File: src/hw/rtl/cdb_pkg.sv
package cdb_pkg;

   localparam int DATA_W    = 16;
   localparam int CAP_W     = 6;
   localparam int OFFSET_W  = 5;
   localparam int OP_W      = 3;
   localparam int REQ_TDATA_W = 24;
   localparam int RSP_TDATA_W = 24;

   localparam logic [CAP_W-1:0] CAP_RESET = 6'd32;

   typedef enum logic [OP_W-1:0] {
      OP_PUSH_TAIL = 3'd0,
      OP_PUSH_HEAD = 3'd1,
      OP_POP_HEAD  = 3'd2,
      OP_POP_TAIL  = 3'd3,
      OP_PEEK_HEAD = 3'd4,
      OP_PEEK_TAIL = 3'd5,
      OP_READ_AT   = 3'd6,
      OP_CLEAR     = 3'd7
   } req_op_type;

   typedef enum logic [1:0] {
      ST_OK        = 2'd0,
      ST_OVERWRITE = 2'd1,
      ST_EMPTY     = 2'd2,
      ST_RANGE     = 2'd3
   } status_type;

   typedef struct packed {
      logic wr_en;
      logic rd_en;
   } mem_cmd_type;

   typedef struct packed {
      status_type       status;
      logic [CAP_W-1:0] fill_count;
      logic             use_data;
   } result_meta_type;

endpackage

File: src/hw/rtl/cdb_mem.sv
module cdb_mem #(
   parameter int  DEPTH  = 32,
   localparam int ADDR_W = $clog2(DEPTH)
) (
   input  logic                       clock,
   input  cdb_pkg::mem_cmd_type       cmd,
   input  logic [ADDR_W-1:0]          addr,
   input  logic [cdb_pkg::DATA_W-1:0] wr_data,
   output logic [cdb_pkg::DATA_W-1:0] rd_data
);
   import cdb_pkg::*;

   logic [DATA_W-1:0] mem [DEPTH];
   logic [DATA_W-1:0] rd_data_ff;

   always_ff @(posedge clock) begin
      if (cmd.wr_en) begin
         mem[addr] <= wr_data;
      end
      if (cmd.rd_en) begin
         rd_data_ff <= mem[addr];
      end
   end

   assign rd_data = rd_data_ff;

endmodule

File: src/hw/rtl/cdb_ctrl.sv
module cdb_ctrl #(
   parameter int  DEPTH  = 32,
   localparam int ADDR_W = $clog2(DEPTH)
) (
   input  logic                         clock,
   input  logic                         reset,
   input  logic                         csr_wen,
   input  logic [cdb_pkg::CAP_W-1:0]    csr_wdata,
   input  logic                         accept,
   input  cdb_pkg::req_op_type          op,
   input  logic [cdb_pkg::DATA_W-1:0]   value,
   input  logic [cdb_pkg::OFFSET_W-1:0] offset,
   output cdb_pkg::mem_cmd_type         mem_cmd,
   output logic [ADDR_W-1:0]            mem_addr,
   output logic [cdb_pkg::DATA_W-1:0]   mem_wr_data,
   output cdb_pkg::result_meta_type     meta
);
   import cdb_pkg::*;

   logic [CAP_W-1:0] cap_ff, cap_in;
   logic [CAP_W-1:0] head_ff, head_in;
   logic [CAP_W-1:0] tail_ff, tail_in;
   logic [CAP_W-1:0] count_ff, count_in;

   logic [CAP_W-1:0] cap_eff;
   logic [CAP_W-1:0] head_inc, head_dec, tail_inc, tail_dec;
   logic [CAP_W:0]   at_sum;
   logic [CAP_W-1:0] at_ptr;
   logic [CAP_W-1:0] ptr_sel;
   logic             full, empty;

   function automatic logic [CAP_W-1:0] ptr_inc(logic [CAP_W-1:0] p, logic [CAP_W-1:0] cap);
      logic [CAP_W:0] p1;
      p1 = {1'b0, p} + (CAP_W+1)'(1);
      return (p1 >= {1'b0, cap}) ? '0 : p1[CAP_W-1:0];
   endfunction

   function automatic logic [CAP_W-1:0] ptr_dec(logic [CAP_W-1:0] p, logic [CAP_W-1:0] cap);
      return (p == '0 || p >= cap) ? cap - CAP_W'(1) : p - CAP_W'(1);
   endfunction

   always_comb begin
      if (cap_ff == '0) begin
         cap_eff = CAP_W'(1);
      end else if (int'(cap_ff) > DEPTH) begin
         cap_eff = CAP_W'(DEPTH);
      end else begin
         cap_eff = cap_ff;
      end
   end

   assign head_inc = ptr_inc(head_ff, cap_eff);
   assign head_dec = ptr_dec(head_ff, cap_eff);
   assign tail_inc = ptr_inc(tail_ff, cap_eff);
   assign tail_dec = ptr_dec(tail_ff, cap_eff);
   assign full     = (count_ff >= cap_eff);
   assign empty    = (count_ff == '0);

   always_comb begin
      at_sum = {1'b0, head_ff} + (CAP_W+1)'(offset);
      if (at_sum >= {1'b0, cap_eff}) begin
         at_sum = at_sum - {1'b0, cap_eff};
      end
      at_ptr = at_sum[CAP_W-1:0];
   end

   always_comb begin
      cap_in        = cap_ff;
      head_in       = head_ff;
      tail_in       = tail_ff;
      count_in      = count_ff;
      mem_cmd       = '0;
      ptr_sel       = head_ff;
      meta.status   = ST_OK;
      meta.use_data = 1'b0;

      if (csr_wen) begin
         cap_in   = csr_wdata;
         head_in  = '0;
         tail_in  = '0;
         count_in = '0;
      end else if (accept) begin
         unique case (op)
            OP_PUSH_TAIL: begin
               mem_cmd.wr_en = 1'b1;
               ptr_sel       = tail_ff;
               tail_in       = tail_inc;
               if (full) begin
                  head_in     = head_inc;
                  meta.status = ST_OVERWRITE;
               end else begin
                  count_in = count_ff + CAP_W'(1);
               end
            end
            OP_PUSH_HEAD: begin
               mem_cmd.wr_en = 1'b1;
               ptr_sel       = head_dec;
               head_in       = head_dec;
               if (full) begin
                  tail_in     = tail_dec;
                  meta.status = ST_OVERWRITE;
               end else begin
                  count_in = count_ff + CAP_W'(1);
               end
            end
            OP_POP_HEAD, OP_PEEK_HEAD: begin
               if (empty) begin
                  meta.status = ST_EMPTY;
               end else begin
                  mem_cmd.rd_en = 1'b1;
                  meta.use_data = 1'b1;
                  ptr_sel       = head_ff;
                  if (op == OP_POP_HEAD) begin
                     head_in  = head_inc;
                     count_in = count_ff - CAP_W'(1);
                  end
               end
            end
            OP_POP_TAIL, OP_PEEK_TAIL: begin
               if (empty) begin
                  meta.status = ST_EMPTY;
               end else begin
                  mem_cmd.rd_en = 1'b1;
                  meta.use_data = 1'b1;
                  ptr_sel       = tail_dec;
                  if (op == OP_POP_TAIL) begin
                     tail_in  = tail_dec;
                     count_in = count_ff - CAP_W'(1);
                  end
               end
            end
            OP_READ_AT: begin
               if (empty) begin
                  meta.status = ST_EMPTY;
               end else if (CAP_W'(offset) >= count_ff) begin
                  meta.status = ST_RANGE;
               end else begin
                  mem_cmd.rd_en = 1'b1;
                  meta.use_data = 1'b1;
                  ptr_sel       = at_ptr;
               end
            end
            OP_CLEAR: begin
               head_in  = '0;
               tail_in  = '0;
               count_in = '0;
            end
         endcase
      end
      meta.fill_count = count_in;
   end

   assign mem_addr    = ADDR_W'(ptr_sel);
   assign mem_wr_data = value;

   always_ff @(posedge clock) begin
      if (reset) begin
         cap_ff   <= CAP_RESET;
         head_ff  <= '0;
         tail_ff  <= '0;
         count_ff <= '0;
      end else begin
         cap_ff   <= cap_in;
         head_ff  <= head_in;
         tail_ff  <= tail_in;
         count_ff <= count_in;
      end
   end

   logic [CAP_W:0]   inv_sum;
   logic [CAP_W-1:0] inv_tail;

   always_comb begin
      inv_sum = {1'b0, head_ff} + {1'b0, count_ff};
      if (inv_sum >= {1'b0, cap_eff}) begin
         inv_sum = inv_sum - {1'b0, cap_eff};
      end
      inv_tail = inv_sum[CAP_W-1:0];
   end

   a_count_within_cap: assert property (@(posedge clock) disable iff (reset)
      count_ff <= cap_eff)
      else $error("entry count above capacity");

   a_ptrs_within_cap: assert property (@(posedge clock) disable iff (reset)
      head_ff < cap_eff && tail_ff < cap_eff)
      else $error("pointer outside ring");

   a_tail_tracks_head: assert property (@(posedge clock) disable iff (reset)
      tail_ff == inv_tail)
      else $error("tail out of step with head and count");

endmodule

File: src/hw/rtl/circular_deque_buffer.sv
// Pipeline: the RAM read and the request's status are registered in stage s1, then the result
// beat is registered for rsp; a stall on rsp_tready can hold it in either register.
// Throughput: one request per cycle unless rsp stalls; at most one RAM access per request.
// Reset (synchronous, active high): head, tail and count go to zero, capacity to 32.
// Slot storage is not cleared at reset; a capacity write also empties the buffer.
module circular_deque_buffer #(
   parameter int DEPTH = 32
) (
   input  logic                              clock,
   input  logic                              reset,
   input  logic                              req_tvalid,
   output logic                              req_tready,
   input  logic [cdb_pkg::REQ_TDATA_W-1:0]   req_tdata,  // value[15:0], offset[20:16], zero
   input  logic [cdb_pkg::OP_W-1:0]          req_tuser,  // req_type[2:0]
   output logic                              rsp_tvalid,
   input  logic                              rsp_tready,
   output logic [cdb_pkg::RSP_TDATA_W-1:0]   rsp_tdata,  // data_out[15:0], status[17:16],
                                                         // fill_count[23:18]
   input  logic                              csr_wen,
   input  logic [cdb_pkg::CAP_W-1:0]         csr_wdata
);
   import cdb_pkg::*;

   localparam int ADDR_W = $clog2(DEPTH);

   logic              accept;
   logic              s1_move;
   mem_cmd_type       mem_cmd;
   logic [ADDR_W-1:0] mem_addr;
   logic [DATA_W-1:0] mem_wr_data;
   logic [DATA_W-1:0] mem_rd_data;
   result_meta_type   meta;

   logic              s1_valid_ff, s1_valid_in;
   result_meta_type   s1_meta_ff, s1_meta_in;
   logic              rsp_valid_ff, rsp_valid_in;
   logic [RSP_TDATA_W-1:0] rsp_data_ff, rsp_data_in;

   assign s1_move    = !rsp_valid_ff || rsp_tready;
   assign req_tready = !s1_valid_ff || s1_move;
   assign accept     = req_tvalid && req_tready;

   cdb_ctrl #(
      .DEPTH(DEPTH)
   ) u_ctrl (
      .clock      (clock),
      .reset      (reset),
      .csr_wen    (csr_wen),
      .csr_wdata  (csr_wdata),
      .accept     (accept),
      .op         (req_op_type'(req_tuser)),
      .value      (req_tdata[DATA_W-1:0]),
      .offset     (req_tdata[DATA_W +: OFFSET_W]),
      .mem_cmd    (mem_cmd),
      .mem_addr   (mem_addr),
      .mem_wr_data(mem_wr_data),
      .meta       (meta)
   );

   cdb_mem #(
      .DEPTH(DEPTH)
   ) u_mem (
      .clock  (clock),
      .cmd    (mem_cmd),
      .addr   (mem_addr),
      .wr_data(mem_wr_data),
      .rd_data(mem_rd_data)
   );

   always_comb begin
      s1_valid_in  = s1_valid_ff;
      s1_meta_in   = s1_meta_ff;
      rsp_valid_in = rsp_valid_ff;
      rsp_data_in  = rsp_data_ff;

      if (rsp_valid_ff && rsp_tready) begin
         rsp_valid_in = 1'b0;
      end
      if (s1_valid_ff && s1_move) begin
         rsp_valid_in = 1'b1;
         rsp_data_in  = {s1_meta_ff.fill_count, s1_meta_ff.status,
                         s1_meta_ff.use_data ? mem_rd_data : DATA_W'(0)};
         s1_valid_in  = 1'b0;
      end
      if (accept) begin
         s1_valid_in = 1'b1;
         s1_meta_in  = meta;
      end
   end

   always_ff @(posedge clock) begin
      if (reset) begin
         s1_valid_ff  <= 1'b0;
         rsp_valid_ff <= 1'b0;
      end else begin
         s1_valid_ff  <= s1_valid_in;
         rsp_valid_ff <= rsp_valid_in;
      end
      s1_meta_ff  <= s1_meta_in;
      rsp_data_ff <= rsp_data_in;
   end

   assign rsp_tvalid = rsp_valid_ff;
   assign rsp_tdata  = rsp_data_ff;

   a_no_accept_when_blocked: assert property (@(posedge clock) disable iff (reset)
      s1_valid_ff && rsp_valid_ff && !rsp_tready |-> !req_tready)
      else $error("request taken while both stages are held");

   a_rsp_from_s1: assert property (@(posedge clock) disable iff (reset)
      $rose(rsp_valid_ff) |-> $past(s1_valid_ff))
      else $error("result beat without a request in flight");

   a_error_no_data: assert property (@(posedge clock) disable iff (reset)
      rsp_valid_ff && rsp_data_ff[DATA_W +: 2] != 2'(ST_OK) |-> rsp_data_ff[DATA_W-1:0] == '0)
      else $error("data returned with non-ok status");

endmodule
File: config.mk
export PLATFORM = sky130hd
export DESIGN_NAME = circular_deque_buffer
export DESIGN_NICKNAME = d
export VERILOG_FILES = /design/src/hw/rtl/cdb_pkg.sv /design/src/hw/rtl/cdb_mem.sv /design/src/hw/rtl/cdb_ctrl.sv /design/src/hw/rtl/circular_deque_buffer.sv
export SDC_FILE = /design/constraint.sdc
export NUM_CORES = 1
export LEC_CHECK = 0
export ABC_AREA = 1
export ABC_CLOCK_PERIOD_IN_PS = 4700
export BUFFER_PORTS_ARGS = -buffer_cell sky130_fd_sc_hd__buf_4
export CAP_MARGIN = 20
export CORE_AREA = 2 2 192 270
export DETAILED_ROUTE_END_ITERATION = 12
export DIE_AREA = 0 0 194 272
export PLACE_DENSITY = 0.76
export SYNTH_ARGS = -nofsm -noshare
export SYNTH_HDL_FRONTEND = slang
export SYNTH_SLANG_ARGS = --single-unit
File: constraint.sdc
create_clock -name clock -period 4.7 [get_ports clock]
set_clock_uncertainty 0.15 [all_clocks]
set_input_delay 0.47 -clock clock [delete_from_list [all_inputs] [get_ports clock]]
set_output_delay 0.47 -clock clock [all_outputs]
set_load 0.1 [all_outputs]
==> key figures, run 1 <==
Worst hold path
  – Hold WC Path Type: in2reg

Placed design
  – Buffers on Ports: 60
  – Gpl congestion: 0.920
  – Detailed Place HPWL: roughly 49000 um
  – Placed cells: between 3000 and 4000

Global route
  – Gr usage total: 28.5%
  – Largest net degree at the start of global routing: 159
  – First-pass GRT wire length: 115000 um
  – Antenna violations before repair: 1
  – Grt total ovfl: 0
  – Vias in the first global route: 20400

Timing
  – Period utilization: 94.9%
  – Fmax achieved: 0.224 GHz
  – Hold Worst Slack: 0.0392 ns
  – Final setup vio count: 0
  – Tightest Pin Transition: 0.930 ns
  – RSZ-0062 raised after global routing: yes
  – Endpoints failing hold: 0
  – Max-slew violation total from the final report: 0
  – Slew headroom: 38.0%
  – Crit path time final: 4.46 ns

Pwr
  – LEAKAGE: 0.0134 uW
  – Peak supply drop: 0.000346 V
  – Total power per unit cell area: 370 mW/mm2

Yosys
  – Register area share after synthesis: 63.3%
  – Post-synth top area cell: edfxtp_1
  – Post-Synthesis Cells: 2815
  – Netlist cell types: 44
  – YS warnings: 0
  – Syn nets: 2909
  – Top post-synthesis cells by area: edfxtp_1, nand2_1, nand3_1
  – Mean Syn Cell Area: 9.74 um2
  – Register bit total from synthesis: a little under 600
  – Synthesized area: about 0.027 mm2
  – Post-synth top area share: 61.4%

Floorplan
  – FP Rows: between 90 and 100
  – Initial Utilization: between 50% and 60%
  – Die Width: 194 um
  – I/O pin cnt: 64
  – Die H: 272 um
  – Core Footprint: a little over 0.05 mm2
  – Die area: 0.0528 mm2

Clock tree
  – Later-pin clock latency in the skew report: 0.63 ns
  – CTS Buf Count: 55
  – CTS tree: yes
  – Sink Count: 587
  – CTS root buffer: clkbuf_16
  – Clock transition at the registers of the reported paths: 0.07 ns
  – Max Root-Sink Buffers: 3
  – H-tree Lvls: 2

Setup path
  – CP Launch Type: register
  – Crit Path Max Fanout: 28
  – Type of the worst setup path: reg2reg
  – Req. time, crit path: 4.91 ns
  – CP arrival: 4.68 ns
  – CP endpoint kind: register

Status
  – Status: finished, final reports clean

Layout
  – Share of layout cells above drive strength 1: approximately an eighth
  – Finished Layout Cells: between 3000 and 4000
  – Synthesis-to-finish area growth: 15.7%
  – # diodes: 0
  – Fillers: 3881
  – # nets final: 3031

Detailed routing
  – Initial DRC Count: about 2300
  – Routed WL per cell: about 21 um
  – Routed WL: 76400 um
  – Vias per inst: about 5.8
  – Detail Route Antenna Nets: 0
  – Post-route DRC: 0
  – Total iterations of the first detailed-routing run: 6
  – Via count: 20900

Flow run
  – Max Cap Viol: 0
[Yosys cell counts, drive strengths merged]
cell and instances:
clkbuf 17, nor4 1, xor2 17, nand2 1228, nand3 354, o21ai 46, xnor2 2, a221oi 7
inv 141, a21boi 1, buf 118, o21a 3, nor3 6, o211ai 10, edfxtp 561, nor2 139
or2 2, a211oi 1, dfxtp 26, o221ai 1, o21bai 3, o22ai 3, a32o 3, fa 2
a21oi 41, ha 54, clkinv 4, nand4 18, a31oi 1, and2 5
[layer usage]
metal  routed length, um  GRT usage (%)  vias up  share of wire [%]
met1               26800           33.1     9940                 35
met4                5060           16.9        0                6.6
met2               38000           49.6     1097                 50
met5                   0              0        -                  0
met3                6560           4.92      252                8.6
li1                    -              -     9660                  -
[area by class of cell]
| type | count | area [um2] | area share, % |
|---|---|---|---|
| sequential | 587 | 17400 | 54.8 |
| clock inverter | 35 | 382 | 1.20 |
| clock buffer | 66 | 1440 | 4.54 |
| inverter | 145 | 548 | 1.73 |
| tap | 650 | 813 | 2.56 |
| multi-input combinational | 1948 | 8940 | 28.2 |
| timing repair buffer | 200 | 2230 | 7.03 |
[stage by stage]
step | TNS, ns | util, % | power [uW] | setup WS, ns | cell area (um2)
final | 0 | 62.8 | 11700 | 0.239 | 31700
after detailed placement | -15.91 | 58.6 | 7300 | -0.149 | 29600
after global placement | -0.240 | 58.6 | 7270 | -0.0491 | 29600
after floorplan | 0 | - | 6780 | 0.104 | 27400
after global routing | -0.00343 | 62.8 | 12100 | -0.00343 | 31700
after CTS | 0 | 62.3 | 11700 | 0.0475 | 31500
[layout by cell type, fill, tap and decap left out, types with 4 or more instances in the layout]
cell type | Yosys | layout
inv_1 | 131 | 130
xor2_1 | 17 | 16
and2_1 | 5 | 5
nor2_4 | 8 | 9
a221oi_1 | 7 | 7
clkbuf_16 | 0 | 58
o21ai_1 | 4 | 4
a21oi_1 | 41 | 40
edfxtp_1 | 561 | 561
clkbuf_1 | 17 | 10
clkinv_2 | 1 | 14
o21ai_0 | 42 | 42
bufinv_16 | 0 | 6
ha_1 | 54 | 53
nand4_1 | 15 | 15
buf_4 | 17 | 133
nand3_1 | 352 | 348
buf_12 | 0 | 48
nand2_2 | 7 | 8
nand3_2 | 2 | 6
dfxtp_1 | 26 | 24
dlygate4sd3_1 | 0 | 7
nor2_2 | 5 | 15
nor2_1 | 126 | 115
nor3_1 | 5 | 5
clkinv_1 | 3 | 9
clkinvlp_4 | 0 | 4
buf_6 | 1 | 7
o211ai_1 | 9 | 9
nand2_1 | 1220 | 1215
inv_2 | 10 | 10
[timing repair]
action / 4_1_cts / 5_1_grt
buffers inserted: 0 / 4
resized for setup: 0 / 33
endpoints found under the hold margin: 8 / 0
endpoints found under the setup margin: 0 / 528
hold buffers: 7 / 0
[worst paths after layout]
check                                        from          endpoint  slack (ns)  depth (start not counted)
worst max register to register  u_ctrl.head_ff[0]  u_mem.rd_data[7]        0.24                         26
worst min register to register      s1_meta_ff[8]     rsp_tdata[17]        0.27                          0
worst max-delay path            u_ctrl.head_ff[0]  u_mem.rd_data[7]        0.24                         26
worst min-delay path                 csr_wdata[4]  u_ctrl.cap_ff[4]        0.04                          3
[where the power goes]
group	internal, uW	leakage (uW)	total (uW)	switching [uW]
clock network	2530	0.000885	4480	1950
registers	5780	0.00528	5800	23.3
logic	441	0.00723	1460	1020
[registers in the layout, indices dropped and copies added, names as in the netlist]
signal / count
s1_valid_ff: 1
u_mem.rd_data: 16
s1_meta_ff: 9
u_mem.mem: 512
u_ctrl.cap_ff: 6
rsp_tvalid: 1
u_ctrl.head_ff: 6
u_ctrl.tail_ff: 6
rsp_tdata: 24
u_ctrl.count_ff: 6
[cells by family (layout without fill, tap and decap cells)]
group | Yosys count | in the layout | synth area share, %
DFF | 587 | 587 | 63.3
AOI/OAI and AO/OA | 120 | 120 | 2.57
buffers and inverters | 280 | 446 | 4.52
adders and majority gates | 56 | 56 | 2.61
xor gates and xnor gates | 19 | 19 | 0.607
and+or+nand+nor | 1753 | 1753 | 26.4
[critical path, stage by stage (launching register included)]
cell	delay, ns
dfxtp_2	0.36
ha_2	0.18
inv_1	0.06
fa_2	0.38
nor2_2	0.13
or2_2	0.13
xor2_2	0.18
ha_1	0.28
nand2_1	0.10
o21ai_0	0.07
nor2_1	0.15
buf_4	0.12
nand3_1	0.09
nand3_1	0.13
nand4_1	0.21
nand2_8	0.18
nand2_8	0.12
buf_12	0.20
buf_4	0.19
nand2_1	0.06
nand2_1	0.05
nand2_1	0.06
nand2_1	0.10
nand2_1	0.13
nand2_1	0.08
nor2_2	0.18
nand2_1	0.10
(Power assumes the default switching activity.)
==> run 2, diff against run 1 <==
--- a/config.mk
+++ b/config.mk
@@ -13,6 +13,7 @@
 export DETAILED_ROUTE_END_ITERATION = 12
 export DIE_AREA = 0 0 194 272
 export PLACE_DENSITY = 0.76
+export SETUP_SLACK_MARGIN = 0.4
 export SYNTH_ARGS = -nofsm -noshare
 export SYNTH_HDL_FRONTEND = slang
 export SYNTH_SLANG_ARGS = --single-unit
==> key figures, run 2 (synthesis results as in run 1) <==
Placed design
  – Placed cell areas: 0.0296 mm2
  – Buffers on Ports: 60
  – Gpl congestion: 0.938
  – Detailed Place HPWL: 47700 um

Timing
  – Final setup vio count: 0
  – Tightest Pin Transition: around 0.51 ns
  – Fmax achieved: about 0.24 GHz
  – Period utilization: 89.4%
  – Crit path time final: 4.20 ns
  – Max-slew violation total from the final report: 0
  – Endpoints failing hold: 0
  – Slew headroom: 66.3%
  – Sum Neg Setup Slack: 0 ns
  – RSZ-0062 raised after global routing: yes

Global route
  – Met1 usage: 33.5%
  – GR Layer Usage met3: 4.01%
  – Vias in the first global route: 20300
  – Antenna violations before repair: 0
  – Gr usage total: 28.0%
  – Met2 Usage GRT: 48.8%
  – Gr busiest metal: met2
  – First-pass GRT wire length: 114000 um
  – Grt total ovfl: 0
  – Largest net degree at the start of global routing: 97

Detailed routing
  – Total iterations of the first detailed-routing run: 7
  – Via count: ~21000
  – Routed WL: 76000 um
  – Post-route DRC: 0
  – Routed WL per cell: between 20 and 25 um
  – Initial DRC Count: 2032
  – Detail Route Antenna Nets: 0
  – Vias per inst: 5.70

Setup path
  – Most used cell, CP: nand2_1
  – CP peak stage delay: 0.41 ns
  – Crit path buf inv count: 6
  – Type of the worst setup path: reg2reg
  – CP Launch Type: register
  – CP arrival: 4.43 ns
  – Req. time, crit path: 4.93 ns
  – CP endpoint kind: register
  – Crit Path Max Fanout: 20
  – Slowest-stage cell, CP: fa_2
  – Worst path top cell family by delay: simple AND/OR/NAND/NOR gates

Floorplan
  – I/O pin cnt: 64
  – FP Rows: 98
  – Initial Utilization: between 50% and 60%
  – Die H: 272 um
  – Die area: roughly 0.053 mm2
  – Core Footprint: 0.0505 mm2
  – Die Width: just under 200 um

Layout
  – Max FFs per register: approximately 500
  – Utilization after layout: a little under two thirds
  – # nets final: 3037
  – Synthesis-to-finish area growth: 17.4%
  – Share of layout cells above drive strength 1: between 10% and 20%
  – Most frequent cells in the layout: nand2_1, edfxtp_1, nand3_1
  – Top reg by flops: u_mem.mem
  – Fillers: ~3800
  – Most common cell after layout, fill and taps aside: nand2_1
  – Post-layout instance area: 0.0322 mm2

Pwr
  – LEAKAGE: approximately 0.014 uW
  – Total power per unit cell area: between 300 and 400 mW/mm2
  – Overall Power: 11800 uW
  – Peak supply drop: 0.000338 V

Clock tree
  – Sink Count: about 600
  – Max Root-Sink Buffers: 3
  – H-tree Lvls: 2
  – CTS tree: yes
  – Clock transition at the registers of the reported paths: 0.07 ns
  – CTS Buf Count: 54
  – CTS root buffer: clkbuf_16
  – Later-pin clock latency in the skew report: 0.63 ns

Flow run
  – Max Cap Viol: 0

Worst hold path
  – Hold WC Path Type: in2reg

Status
  – Status: finished, final reports clean
run 2: cell count changes in the layout (fill, tap and decap cells not counted), moves of 5 or more:
cell,delta
nor2_2,+12
nand2_1,-28
nand2_2,+27
clkinv_2,-5
clkbuf_8,+5
buf_12,+6
nor2_1,-16
run 2: per-stage QoR:
| step | setup WS [ns] | instances | hold WS [ns] |
|---|---|---|---|
| 2_1_floorplan | 0.175 | 2815 | 0.250 |
| 3_3_place_gp | 0.0541 | 3497 | 0.252 |
| 3_5_place_dp | -0.0525 | 3498 | 0.255 |
| 4_1_cts | 0.457 | 3615 | 0.00890 |
| 5_1_grt | 0.331 | 3637 | 0.0405 |
| 6_report | 0.496 | 3638 | 0.0305 |
run 2: final timing paths:
| kind | from | end | slack [ns] | depth (start not counted) |
|---|---|---|---|---|
| hold reg to reg | s1_meta_ff[4] | rsp_tdata[21] | 0.27 | 0 |
| setup reg to reg | u_ctrl.head_ff[0] | u_mem.rd_data[12] | 0.50 | 26 |
| hold / removal | rsp_tready | s1_valid_ff | 0.03 | 4 |
| setup / recovery | u_ctrl.head_ff[0] | u_mem.rd_data[12] | 0.50 | 26 |
run 2: final cells by class:
cell class | instances | area, um2 | area share [%]
clock inverter | 33 | 388 | 1.20
tap | 650 | 813 | 2.53
clock buffer | 67 | 1470 | 4.57
timing repair buffer | 205 | 2380 | 7.39
sequential | 587 | 17400 | 54.0
multi-input combinational | 1950 | 9210 | 28.6
antenna | 1 | 2.50 | 0.00777
inverter | 145 | 557 | 1.73
run 2: repair_timing:
action                                  CTS  global route
cloned                                    1             7
hold endpoints to repair                  8             0
pin swaps                                 7            32
hold buffers                              7             0
resized for setup                        30            76
endpoints found under the setup margin  528           528
buffers inserted                          9            15
run 2: routing by layer:
metal  share of wire (%)  vias to the layer above  wire [um]
met2                  50                     1019      38300
met3                 8.3                      222       6300
li1                    -                     9686          -
met1                  35                     9809      26900
met4                 5.9                        0       4450
met5                   0                        -          0
run 2: where the power goes:
part / internal [uW] / total, uW / switching (uW)
combinational: 459 / 1480 / 1020
clock: 2620 / 4560 / 1940
sequential: 5770 / 5800 / 25.8
run 2: worst register-to-register path, cell delays in order, from the launching register on:
cell	delay, ns
dfxtp_4	0.37
ha_4	0.15
inv_2	0.04
fa_2	0.41
nor2_2	0.14
or2_4	0.14
xor2_2	0.07
ha_1	0.33
nand2_2	0.07
buf_4	0.13
inv_1	0.06
nand2_2	0.07
nand2_4	0.09
buf_6	0.12
nand2_1	0.05
o211ai_1	0.09
nand4_1	0.19
nand2_2	0.17
nand2_8	0.12
buf_4	0.17
buf_4	0.20
nand2_1	0.11
nand2_1	0.06
nand2_1	0.09
nand2_1	0.16
nor2_1	0.13
nand2_1	0.09
